--- config.mk ---
export PLATFORM = sky130hd
export DESIGN_NAME = multiturn_encoder_unwrap_flat
export DESIGN_NICKNAME = d
export VERILOG_FILES = /design/src/rtl/mte_pkg.sv /design/src/rtl/mte_req_if.sv /design/src/rtl/mte_rsp_if.sv /design/src/rtl/mte_ctrl.sv /design/src/rtl/mte_dp.sv /design/src/rtl/multiturn_encoder_unwrap.sv /design/src/flat_wrapper.sv
export SDC_FILE = /design/constraint.sdc
export NUM_CORES = 2
export LEC_CHECK = 0
export BUFFER_PORTS_ARGS = -buffer_cell sky130_fd_sc_hd__buf_4
export CAP_MARGIN = 20
export CELL_PAD_IN_SITES_DETAIL_PLACEMENT = 1
export CELL_PAD_IN_SITES_GLOBAL_PLACEMENT = 1
export CORE_MARGIN = 10
export CORE_UTILIZATION = 40
export DETAILED_ROUTE_END_ITERATION = 12
export PLACE_DENSITY_LB_ADDON = 0.2
export SLEW_MARGIN = 20
export SYNTH_ARGS = -nofsm -noshare
export SYNTH_HDL_FRONTEND = slang
export SYNTH_SLANG_ARGS = --single-unit
--- constraint.sdc ---
create_clock -name clk -period 9.8 [get_ports clk]
set_input_delay 0.98 -clock clk [delete_from_list [all_inputs] [get_ports clk]]
set_output_delay 0.98 -clock clk [all_outputs]
set_load 0.03 [all_outputs]
--- src/rtl/mte_pkg.sv ---
package mte_pkg;

  localparam int unsigned CHANNELS_DEF = 8;
  localparam int unsigned ENC_BITS_DEF = 16;

  localparam int unsigned ADDR_W   = 8;
  localparam int unsigned CODE_W   = 8;
  localparam int unsigned RAW_W    = 16;
  localparam int unsigned STATUS_W = 3;
  localparam int unsigned POS_W    = 32;

  localparam logic [CODE_W-1:0] ENCODER_CODE = 8'h31;

  typedef enum logic {
    OP_SAMPLE = 1'b0,
    OP_CLEAR  = 1'b1
  } op_t;

  typedef enum logic [STATUS_W-1:0] {
    ST_OK       = 3'd0,
    ST_FIRST    = 3'd1,
    ST_BAD_ADDR = 3'd2,
    ST_NO_REPLY = 3'd3,
    ST_BAD_CODE = 3'd4
  } status_t;

  typedef struct packed {
    logic capture;
    logic execute;
  } dp_cmd_t;

endpackage

--- src/rtl/mte_req_if.sv ---
interface mte_req_if;
  logic                           valid;
  logic                           ready;
  logic                           operation;
  logic [mte_pkg::ADDR_W-1:0]     motor_address;
  logic                           reply_arrived;
  logic [mte_pkg::CODE_W-1:0]     reply_code;
  logic [mte_pkg::RAW_W-1:0]      raw_position;

  modport source (output valid, operation, motor_address, reply_arrived, reply_code,
                  raw_position, input ready);
  modport sink   (input valid, operation, motor_address, reply_arrived, reply_code,
                  raw_position, output ready);
endinterface

--- src/rtl/mte_rsp_if.sv ---
interface mte_rsp_if;
  logic                           valid;
  logic                           ready;
  logic [mte_pkg::STATUS_W-1:0]   status;
  logic signed [mte_pkg::POS_W-1:0] position;

  modport source (output valid, status, position, input ready);
  modport sink   (input valid, status, position, output ready);
endinterface

--- src/rtl/mte_ctrl.sv ---
module mte_ctrl (
  input  logic             clk,
  input  logic             rst_n,
  input  logic             in_valid,
  output logic             in_ready,
  output logic             out_valid,
  input  logic             out_ready,
  output mte_pkg::dp_cmd_t cmd
);

  typedef enum logic [1:0] {
    S_IDLE = 2'b01,
    S_EXEC = 2'b10
  } state_t;

  state_t state_r, state_nxt;
  logic   out_valid_r, out_valid_nxt;
  logic   slot_free;

  assign slot_free = !out_valid_r || out_ready;

  always_comb begin
    state_nxt   = state_r;
    cmd.capture = 1'b0;
    cmd.execute = 1'b0;
    in_ready    = 1'b0;
    unique case (state_r)
      S_IDLE: begin
        in_ready    = 1'b1;
        cmd.capture = in_valid;
        if (in_valid) begin
          state_nxt = S_EXEC;
        end
      end
      S_EXEC: begin
        cmd.execute = slot_free;
        if (slot_free) begin
          state_nxt = S_IDLE;
        end
      end
      default: begin
        state_nxt = S_IDLE;
      end
    endcase
  end

  always_comb begin
    out_valid_nxt = out_valid_r;
    if (cmd.execute) begin
      out_valid_nxt = 1'b1;
    end else if (out_ready) begin
      out_valid_nxt = 1'b0;
    end
  end

  always_ff @(posedge clk) begin
    if (!rst_n) begin
      state_r     <= S_IDLE;
      out_valid_r <= 1'b0;
    end else begin
      state_r     <= state_nxt;
      out_valid_r <= out_valid_nxt;
    end
  end

  assign out_valid = out_valid_r;

  a_state_onehot: assert property (@(posedge clk) disable iff (!rst_n)
    $onehot(state_r)) else $error("controller state not one-hot");

  a_capture_exec: assert property (@(posedge clk) disable iff (!rst_n)
    cmd.capture |=> state_r == S_EXEC) else $error("capture did not lead to exec");

  a_exec_result: assert property (@(posedge clk) disable iff (!rst_n)
    cmd.execute |=> out_valid_r) else $error("execute without result");

  a_no_overwrite: assert property (@(posedge clk) disable iff (!rst_n)
    state_r == S_EXEC && out_valid_r && !out_ready |=> state_r == S_EXEC)
    else $error("pending result overwritten");

endmodule

--- src/rtl/mte_dp.sv ---
module mte_dp #(
  parameter int unsigned Channels = mte_pkg::CHANNELS_DEF,
  parameter int unsigned EncBits  = mte_pkg::ENC_BITS_DEF
) (
  input  logic                               clk,
  input  logic                               rst_n,
  input  mte_pkg::dp_cmd_t                   cmd,
  input  logic                               in_operation,
  input  logic [mte_pkg::ADDR_W-1:0]         in_motor_address,
  input  logic                               in_reply_arrived,
  input  logic [mte_pkg::CODE_W-1:0]         in_reply_code,
  input  logic [mte_pkg::RAW_W-1:0]          in_raw_position,
  output logic [mte_pkg::STATUS_W-1:0]       out_status,
  output logic signed [mte_pkg::POS_W-1:0]   out_position
);

  localparam int unsigned ChW = (Channels > 1) ? $clog2(Channels) : 1;
  localparam int unsigned PosW = mte_pkg::POS_W;
  localparam logic signed [EncBits+1:0] HalfTurn = (EncBits+2)'(64'(1) << (EncBits - 1));
  localparam logic signed [EncBits+1:0] TurnCnt  = (EncBits+2)'(64'(1) << EncBits);

  // captured request
  logic                         op_r;
  logic [mte_pkg::ADDR_W-1:0]   addr_r;
  logic                         arrived_r;
  logic [mte_pkg::CODE_W-1:0]   code_r;
  logic [EncBits-1:0]           raw_r;

  // per-channel state
  logic [EncBits-1:0] prev_r    [Channels];
  logic [EncBits-1:0] prev_nxt  [Channels];
  logic [PosW-1:0]    acc_r     [Channels];
  logic [PosW-1:0]    acc_nxt   [Channels];
  logic [Channels-1:0] started_r, started_nxt;

  logic [mte_pkg::STATUS_W-1:0] status_r, status_nxt;
  logic [PosW-1:0]              pos_r, pos_nxt;

  logic                         addr_ok;
  logic [ChW-1:0]               ch;
  logic [EncBits-1:0]           prev_sel;
  logic [PosW-1:0]              acc_sel;
  logic signed [EncBits:0]      diff;
  logic signed [EncBits+1:0]    diff_ext;
  logic signed [EncBits+1:0]    corr;
  logic signed [PosW-1:0]       corr_ext;
  logic [PosW-1:0]              sum;

  always_ff @(posedge clk) begin
    if (cmd.capture) begin
      op_r      <= in_operation;
      addr_r    <= in_motor_address;
      arrived_r <= in_reply_arrived;
      code_r    <= in_reply_code;
      raw_r     <= EncBits'(in_raw_position);
    end
  end

  assign addr_ok  = (addr_r != '0) && ({1'b0, addr_r} <= 9'(Channels));
  assign ch       = ChW'(addr_r - 8'd1);
  assign prev_sel = prev_r[ch];
  assign acc_sel  = acc_r[ch];

  assign diff     = $signed({1'b0, raw_r}) - $signed({1'b0, prev_sel});
  assign diff_ext = (EncBits+2)'(diff);
  assign corr     = (diff_ext > HalfTurn)  ? diff_ext - TurnCnt :
                    (diff_ext < -HalfTurn) ? diff_ext + TurnCnt : diff_ext;
  assign corr_ext = PosW'(corr);
  assign sum      = acc_sel + corr_ext;

  always_comb begin
    prev_nxt    = prev_r;
    acc_nxt     = acc_r;
    started_nxt = started_r;
    status_nxt  = mte_pkg::ST_OK;
    pos_nxt     = '0;
    if (op_r == mte_pkg::OP_CLEAR) begin
      if (addr_r == '0) begin
        for (int i = 0; i < Channels; i++) begin
          acc_nxt[i] = '0;
        end
      end else if (addr_ok) begin
        acc_nxt[ch] = '0;
      end else begin
        status_nxt = mte_pkg::ST_BAD_ADDR;
      end
    end else begin
      priority if (!addr_ok) begin
        status_nxt = mte_pkg::ST_BAD_ADDR;
      end else if (!arrived_r) begin
        status_nxt = mte_pkg::ST_NO_REPLY;
      end else if (code_r != mte_pkg::ENCODER_CODE) begin
        status_nxt = mte_pkg::ST_BAD_CODE;
      end else if (!started_r[ch]) begin
        prev_nxt[ch]    = raw_r;
        acc_nxt[ch]     = '0;
        started_nxt[ch] = 1'b1;
        status_nxt      = mte_pkg::ST_FIRST;
      end else begin
        prev_nxt[ch] = raw_r;
        acc_nxt[ch]  = sum;
        pos_nxt      = sum;
      end
    end
  end

  always_ff @(posedge clk) begin
    if (!rst_n) begin
      for (int i = 0; i < Channels; i++) begin
        prev_r[i] <= '0;
        acc_r[i]  <= '0;
      end
      started_r <= '0;
    end else if (cmd.execute) begin
      prev_r    <= prev_nxt;
      acc_r     <= acc_nxt;
      started_r <= started_nxt;
    end
  end

  always_ff @(posedge clk) begin
    if (cmd.execute) begin
      status_r <= status_nxt;
      pos_r    <= pos_nxt;
    end
  end

  assign out_status   = status_r;
  assign out_position = $signed(pos_r);

endmodule

--- src/rtl/multiturn_encoder_unwrap.sv ---
// Multi-turn position tracker for up to Channels motors fed by single-turn encoder replies.
// Each request is either a sample (address 1..Channels, reply flag, reply code, raw reading)
// or a clear (one channel, or all channels for address 0) and yields exactly one response
// with a status and a 32-bit wrapping position. A request is captured in the idle state and
// executed in the execute state; no new request is taken until it is executed. The execute
// step waits only while the previous response is still held unread in the output register.
// Channel state lives in flip-flops and is zeroed by reset.
module multiturn_encoder_unwrap #(
  parameter int unsigned CHANNELS     = mte_pkg::CHANNELS_DEF,
  parameter int unsigned ENCODER_BITS = mte_pkg::ENC_BITS_DEF
) (
  input logic        clk,
  input logic        rst_n,
  mte_req_if.sink    in_req,
  mte_rsp_if.source  out_rsp
);

  mte_pkg::dp_cmd_t cmd;

  mte_ctrl u_ctrl (
    .clk       (clk),
    .rst_n     (rst_n),
    .in_valid  (in_req.valid),
    .in_ready  (in_req.ready),
    .out_valid (out_rsp.valid),
    .out_ready (out_rsp.ready),
    .cmd       (cmd)
  );

  mte_dp #(
    .Channels (CHANNELS),
    .EncBits  (ENCODER_BITS)
  ) u_dp (
    .clk              (clk),
    .rst_n            (rst_n),
    .cmd              (cmd),
    .in_operation     (in_req.operation),
    .in_motor_address (in_req.motor_address),
    .in_reply_arrived (in_req.reply_arrived),
    .in_reply_code    (in_req.reply_code),
    .in_raw_position  (in_req.raw_position),
    .out_status       (out_rsp.status),
    .out_position     (out_rsp.position)
  );

endmodule

--- src/flat_wrapper.sv ---
// flat-port wrapper written by rule: the top's interface ports become plain ports
module multiturn_encoder_unwrap_flat 
#(
  parameter int unsigned CHANNELS     = mte_pkg::CHANNELS_DEF,
  parameter int unsigned ENCODER_BITS = mte_pkg::ENC_BITS_DEF
)
  (clk, rst_n, in_req_valid, in_req_operation, in_req_motor_address, in_req_reply_arrived, in_req_reply_code, in_req_raw_position, in_req_ready, out_rsp_valid, out_rsp_status, out_rsp_position, out_rsp_ready);
  mte_req_if in_req_i ();
  mte_rsp_if out_rsp_i ();
  input logic clk;
  input logic rst_n;
  input wire logic [$bits(in_req_i.valid)-1:0] in_req_valid;
  input wire logic [$bits(in_req_i.operation)-1:0] in_req_operation;
  input wire logic [$bits(in_req_i.motor_address)-1:0] in_req_motor_address;
  input wire logic [$bits(in_req_i.reply_arrived)-1:0] in_req_reply_arrived;
  input wire logic [$bits(in_req_i.reply_code)-1:0] in_req_reply_code;
  input wire logic [$bits(in_req_i.raw_position)-1:0] in_req_raw_position;
  output wire logic [$bits(in_req_i.ready)-1:0] in_req_ready;
  output wire logic [$bits(out_rsp_i.valid)-1:0] out_rsp_valid;
  output wire logic [$bits(out_rsp_i.status)-1:0] out_rsp_status;
  output wire logic [$bits(out_rsp_i.position)-1:0] out_rsp_position;
  input wire logic [$bits(out_rsp_i.ready)-1:0] out_rsp_ready;
  assign in_req_i.valid = in_req_valid;
  assign in_req_i.operation = in_req_operation;
  assign in_req_i.motor_address = in_req_motor_address;
  assign in_req_i.reply_arrived = in_req_reply_arrived;
  assign in_req_i.reply_code = in_req_reply_code;
  assign in_req_i.raw_position = in_req_raw_position;
  assign in_req_ready = in_req_i.ready;
  assign out_rsp_valid = out_rsp_i.valid;
  assign out_rsp_status = out_rsp_i.status;
  assign out_rsp_position = out_rsp_i.position;
  assign out_rsp_i.ready = out_rsp_ready;
  multiturn_encoder_unwrap #(.CHANNELS(CHANNELS), .ENCODER_BITS(ENCODER_BITS)) u_core (.clk(clk), .rst_n(rst_n), .in_req(in_req_i), .out_rsp(out_rsp_i));
endmodule
==> results.rst <==
.. list-table::
   :header-rows: 1

   * - Metric
     - Value
   * - Run status
     - finished clean
   * - Number of diodes added for antenna fixing
     - 0
   * - Path category of the worst min-delay check
     - reg2reg
   * - Ratio of routed vias to standard cells
     - 6.09
   * - CP Capture Point
     - u_core.u_dp.acc_r[255]
   * - Maximum level of the CTS H-tree
     - 2
   * - Critical path's largest stage delay
     - 0.63 ns
   * - Startpoint of the worst-slack reg-to-reg timing path
     - u_core.u_dp.addr_r[0]
   * - Die X-Extent
     - 260 microns
   * - DRC violation total after the first TritonRoute iteration
     - 1755
   * - Number of antenna violations at the first check in global routing
     - 0
   * - Overflow left after global routing
     - 0
   * - Standard cell with the maximum stage delay on the critical path
     - sky130_fd_sc_hd__nor3b_2
   * - Max-cap violations
     - 0
   * - Post-layout nets
     - 2749
   * - Number of cells traversed by the worst register-to-register path
     - 28
   * - Num CTS Buffers
     - 52
   * - Via count of the first global-routing pass
     - between 20000 and 25000
   * - Syn-to-layout area delta
     - 13.8%
   * - Endpoint class of the critical path
     - flip-flop
   * - Number of instances in the synthesized netlist
     - 2677
   * - Wire length per cell after detailed routing
     - 26.5 microns
   * - Hold buffer count at CTS
     - 0
   * - Required arrival time at the worst endpoint
     - 10.34 ns
   * - Cell depth of the worst min-delay path
     - 2
   * - Fin Hold WS
     - 0.467 ns
   * - Clock tree from TritonCTS
     - yes
   * - Post-layout util
     - 0.462
   * - Dpl hpwl
     - between 60 and 70 mm
   * - Start-to-end type of the worst setup path
     - reg2reg
   * - Crit Reg-Reg Endpoint
     - u_core.u_dp.acc_r[255]
   * - Leakage power
     - 9.15 nW
   * - Pwr Density
     - roughly 190 mW/mm^2
   * - Fraction of layout instances using a drive strength above 1
     - 0.111
   * - Power, Total
     - 5.01 mW
   * - Maximum frequency from static timing analysis
     - 109 MHz
   * - Post-cts sizing count
     - 0
   * - Clock net sink count
     - approximately 460
   * - Final weighted congestion in routability-driven placement
     - 0.886
   * - Slew Limit Fails
     - 0
   * - Number of cells in the finished layout apart from fillers
     - about 3500
   * - Peak fanout along the critical path
     - 34
   * - Flops & latches, synth
     - 464
   * - Worst endpoint data arrival time
     - just under 10 ns
   * - Launching element type of the critical path
     - flip-flop
   * - Setup violations, final
     - 0
   * - Prevailing post-synth register cell
     - sky130_fd_sc_hd__dfxtp_1
   * - Clock latency at the later pin of the worst-skew pair
     - around 0.63 ns
   * - Average footprint of a synthesized cell
     - 8.59 sq um
   * - Number of design rule violations left after detail routing
     - 0
   * - Detail Route Antenna Nets
     - 0
   * - Starting density of the core
     - 0.406
   * - Overall via count from detail_route
     - 21100
   * - First-pass GRT wire length
     - 138 mm
   * - Mapped Area
     - 0.0230 sq mm
   * - Maximum vdd drop
     - 0.000136 V
   * - Minimum clock period
     - 9.16 ns
   * - Unique cell type count in the Yosys netlist
     - 85
   * - Slew of the pin with the lowest slew margin
     - 1.19 ns
   * - Post-Place Cells
     - 3367
   * - Worst setup skew after layout
     - ~0.033 ns
   * - Largest net degree at the start of global routing
     - 213
   * - Number of standard-cell rows in the floorplan
     - between 80 and 90
   * - Drt first pass iters
     - 5
   * - Relative slew margins
     - 0.197
   * - Start point of the critical path
     - u_core.u_dp.addr_r[0]
   * - Setup TNS Final
     - 0 ns
   * - Synthesis Warnings
     - 0
   * - Number of port buffers
     - 74
   * - Postcts setup bufs
     - 0
   * - Number of enable-type register cells in the synthesized netlist
     - 69
   * - CTS max path bufs
     - 3
   * - Worst-case register-to-register setup slack
     - 0.64 ns
   * - Root Driver
     - sky130_fd_sc_hd__clkbuf_16
   * - Final Hold Violating Endpoints
     - 0
   * - Portion of the post-synthesis area used by sequential elements
     - 0.434
   * - Clock-pin slew on the worst setup and hold paths
     - 0.06 ns
   * - Syn nets
     - 2760
   * - Core region area
     - 0.0567 sq mm
   * - Unrepaired setup endpoints after global routing
     - false
   * - Share of the cycle needed by the critical path after routing
     - 0.935
   * - Fraction of registers with async set or reset after synthesis
     - 0
   * - Total length of routed wires
     - 91.9 mm
   * - Die outline height
     - 260 microns
   * - I/O Pins
     - 75
   * - Die Outline Area
     - approximately 0.068 sq mm
   * - Combined global-route utilization of all metal layers
     - 0.265
[layer usage]
metal / GRT usage / up-vias / wire, microns
met5: 0 / - / 0
met4: 0.123 / 0 / 4200
met3: 0.0400 / 234 / 4800
met2: 0.463 / 678 / 45400
met1: 0.313 / 10700 / 37600
li1: - / 9499 / -
[cell usage in the layout, fill, tap and decap left out, types with 13 or more instances in the layout]
cell type	count
sky130_fd_sc_hd__nand2_1	451
sky130_fd_sc_hd__dfxtp_1	395
sky130_fd_sc_hd__a21oi_1	194
sky130_fd_sc_hd__nor2_1	178
sky130_fd_sc_hd__nor2b_1	159
sky130_fd_sc_hd__a22oi_1	150
sky130_fd_sc_hd__a21boi_0	142
sky130_fd_sc_hd__o21ai_0	132
sky130_fd_sc_hd__buf_4	123
sky130_fd_sc_hd__edfxtp_1	69
sky130_fd_sc_hd__clkbuf_16	55
sky130_fd_sc_hd__ha_1	42
sky130_fd_sc_hd__nand3_1	40
sky130_fd_sc_hd__inv_1	38
sky130_fd_sc_hd__nor3_1	33
sky130_fd_sc_hd__and2_1	31
sky130_fd_sc_hd__mux2i_1	30
sky130_fd_sc_hd__nor3b_1	30
sky130_fd_sc_hd__o22ai_1	29
sky130_fd_sc_hd__mux4_2	28
sky130_fd_sc_hd__nand2b_1	23
sky130_fd_sc_hd__xnor2_1	21
sky130_fd_sc_hd__a31oi_1	20
sky130_fd_sc_hd__a32oi_1	20
sky130_fd_sc_hd__xor2_1	14
sky130_fd_sc_hd__clkinv_2	14
sky130_fd_sc_hd__o211a_1	13
[state kept, by name (all words and copies together), names as in the netlist]
register	count
u_core.u_dp.acc_r	256
u_core.u_dp.prev_r	128
u_core.u_dp.out_position	32
u_core.u_dp.raw_r	16
u_core.u_dp.addr_r	8
u_core.u_dp.code_r	8
u_core.u_dp.started_r	8
u_core.u_dp.out_status	3
u_core.u_ctrl.state_r	2
u_core.u_ctrl.out_valid	1
u_core.u_dp.arrived_r	1
u_core.u_dp.op_r	1
[worst max-delay path: cells and delay by family (launching register included)]
family,cells,cell delay [ns]
AO/OA/AOI/OAI,15,4.12
AND/OR/NAND/NOR,6,2.34
adder cells (fa/ha/maj),3,1.25
buffers and inverters,3,0.82
flip-flops,1,0.38
XOR/XNOR,1,0.18
[final cells by class]
cell class / count / area (sq um)
Clock buffer: 70 / 1500
Clock inverter: 28 / 288
Fill cell: 6619 / 30500
Inverter: 38 / 143
Multi-Input combinational cell: 1982 / 12300
Sequential cell: 464 / 9980
Tap cell: 756 / 946
Timing Repair Buffer: 128 / 1010
[power breakdown]
part / internal [mW] / switching [mW]
Clock: 1.21 / 0.861
Sequential: 1.94 / 0.0224
Combinational: 0.285 / 0.689
Total: 3.44 / 1.57
[kinds of logic after synthesis]
logic type | Yosys count | share of synthesized area
simple gates | 1005 | 0.204
mux | 64 | 0.0439
xor+xnor | 39 | 0.0163
flops | 464 | 0.434
buf+inv | 231 | 0.0385
compound gates | 828 | 0.238
fa+ha+maj | 46 | 0.0256
[synth_stat cells, types with 10 or more instances]
| cell | instances | area share |
|---|---|---|
| sky130_fd_sc_hd__a21o_1 | 12 | 0.0039 |
| sky130_fd_sc_hd__nand2_1 | 451 | 0.074 |
| sky130_fd_sc_hd__and2_1 | 33 | 0.0090 |
| sky130_fd_sc_hd__edfxtp_1 | 69 | 0.090 |
| sky130_fd_sc_hd__nor2b_1 | 160 | 0.044 |
| sky130_fd_sc_hd__dfxtp_1 | 395 | 0.34 |
| sky130_fd_sc_hd__xor2_1 | 15 | 0.0057 |
| sky130_fd_sc_hd__a31oi_1 | 20 | 0.0054 |
| sky130_fd_sc_hd__mux2i_1 | 30 | 0.013 |
| sky130_fd_sc_hd__nor2_1 | 184 | 0.030 |
| sky130_fd_sc_hd__nand2b_1 | 23 | 0.0063 |
| sky130_fd_sc_hd__o211a_1 | 13 | 0.0057 |
| sky130_fd_sc_hd__and3_1 | 10 | 0.0027 |
| sky130_fd_sc_hd__clkbuf_2 | 11 | 0.0024 |
| sky130_fd_sc_hd__xnor2_1 | 21 | 0.0080 |
| sky130_fd_sc_hd__clkbuf_1 | 158 | 0.026 |
| sky130_fd_sc_hd__a32oi_1 | 20 | 0.0076 |
| sky130_fd_sc_hd__buf_1 | 20 | 0.0033 |
| sky130_fd_sc_hd__ha_1 | 43 | 0.023 |
| sky130_fd_sc_hd__a22oi_1 | 150 | 0.049 |
| sky130_fd_sc_hd__a21oi_1 | 194 | 0.042 |
| sky130_fd_sc_hd__o22ai_1 | 29 | 0.0079 |
| sky130_fd_sc_hd__nand3_1 | 40 | 0.0087 |
| sky130_fd_sc_hd__o21ai_1 | 13 | 0.0028 |
| sky130_fd_sc_hd__a21boi_0 | 142 | 0.046 |
| sky130_fd_sc_hd__nor3_1 | 33 | 0.0072 |
| sky130_fd_sc_hd__o21ai_0 | 138 | 0.030 |
| sky130_fd_sc_hd__inv_1 | 38 | 0.0062 |
| sky130_fd_sc_hd__nor3b_1 | 31 | 0.010 |
| sky130_fd_sc_hd__mux4_2 | 28 | 0.027 |
[how the worst min path moves through the flow]
stage,from,slack (ns),endpoint
final,u_core.u_dp.acc_r[220],0.47,u_core.u_dp.acc_r[220]
after global routing,u_core.u_dp.prev_r[86],0.49,u_core.u_dp.prev_r[86]
after global placement,u_core.u_dp.acc_r[220],0.45,u_core.u_dp.acc_r[220]
after detailed placement,u_core.u_dp.acc_r[157],0.46,u_core.u_dp.acc_r[157]
after CTS,u_core.u_dp.prev_r[76],0.47,u_core.u_dp.prev_r[76]
after floorplan,u_core.u_dp.acc_r[220],0.44,u_core.u_dp.acc_r[220]
[through the flow]
| step | area [sq um] | setup slack [ns] |
|---|---|---|
| floorplan | 23000 | 0.660 |
| global placement | 24400 | 1.07 |
| detailed placement | 24400 | 0.810 |
| CTS | 26200 | 0.772 |
| global route | 26200 | 0.0494 |
| finish | 26200 | 0.639 |
No activity file was read; power rests on OpenSTA's default activity.
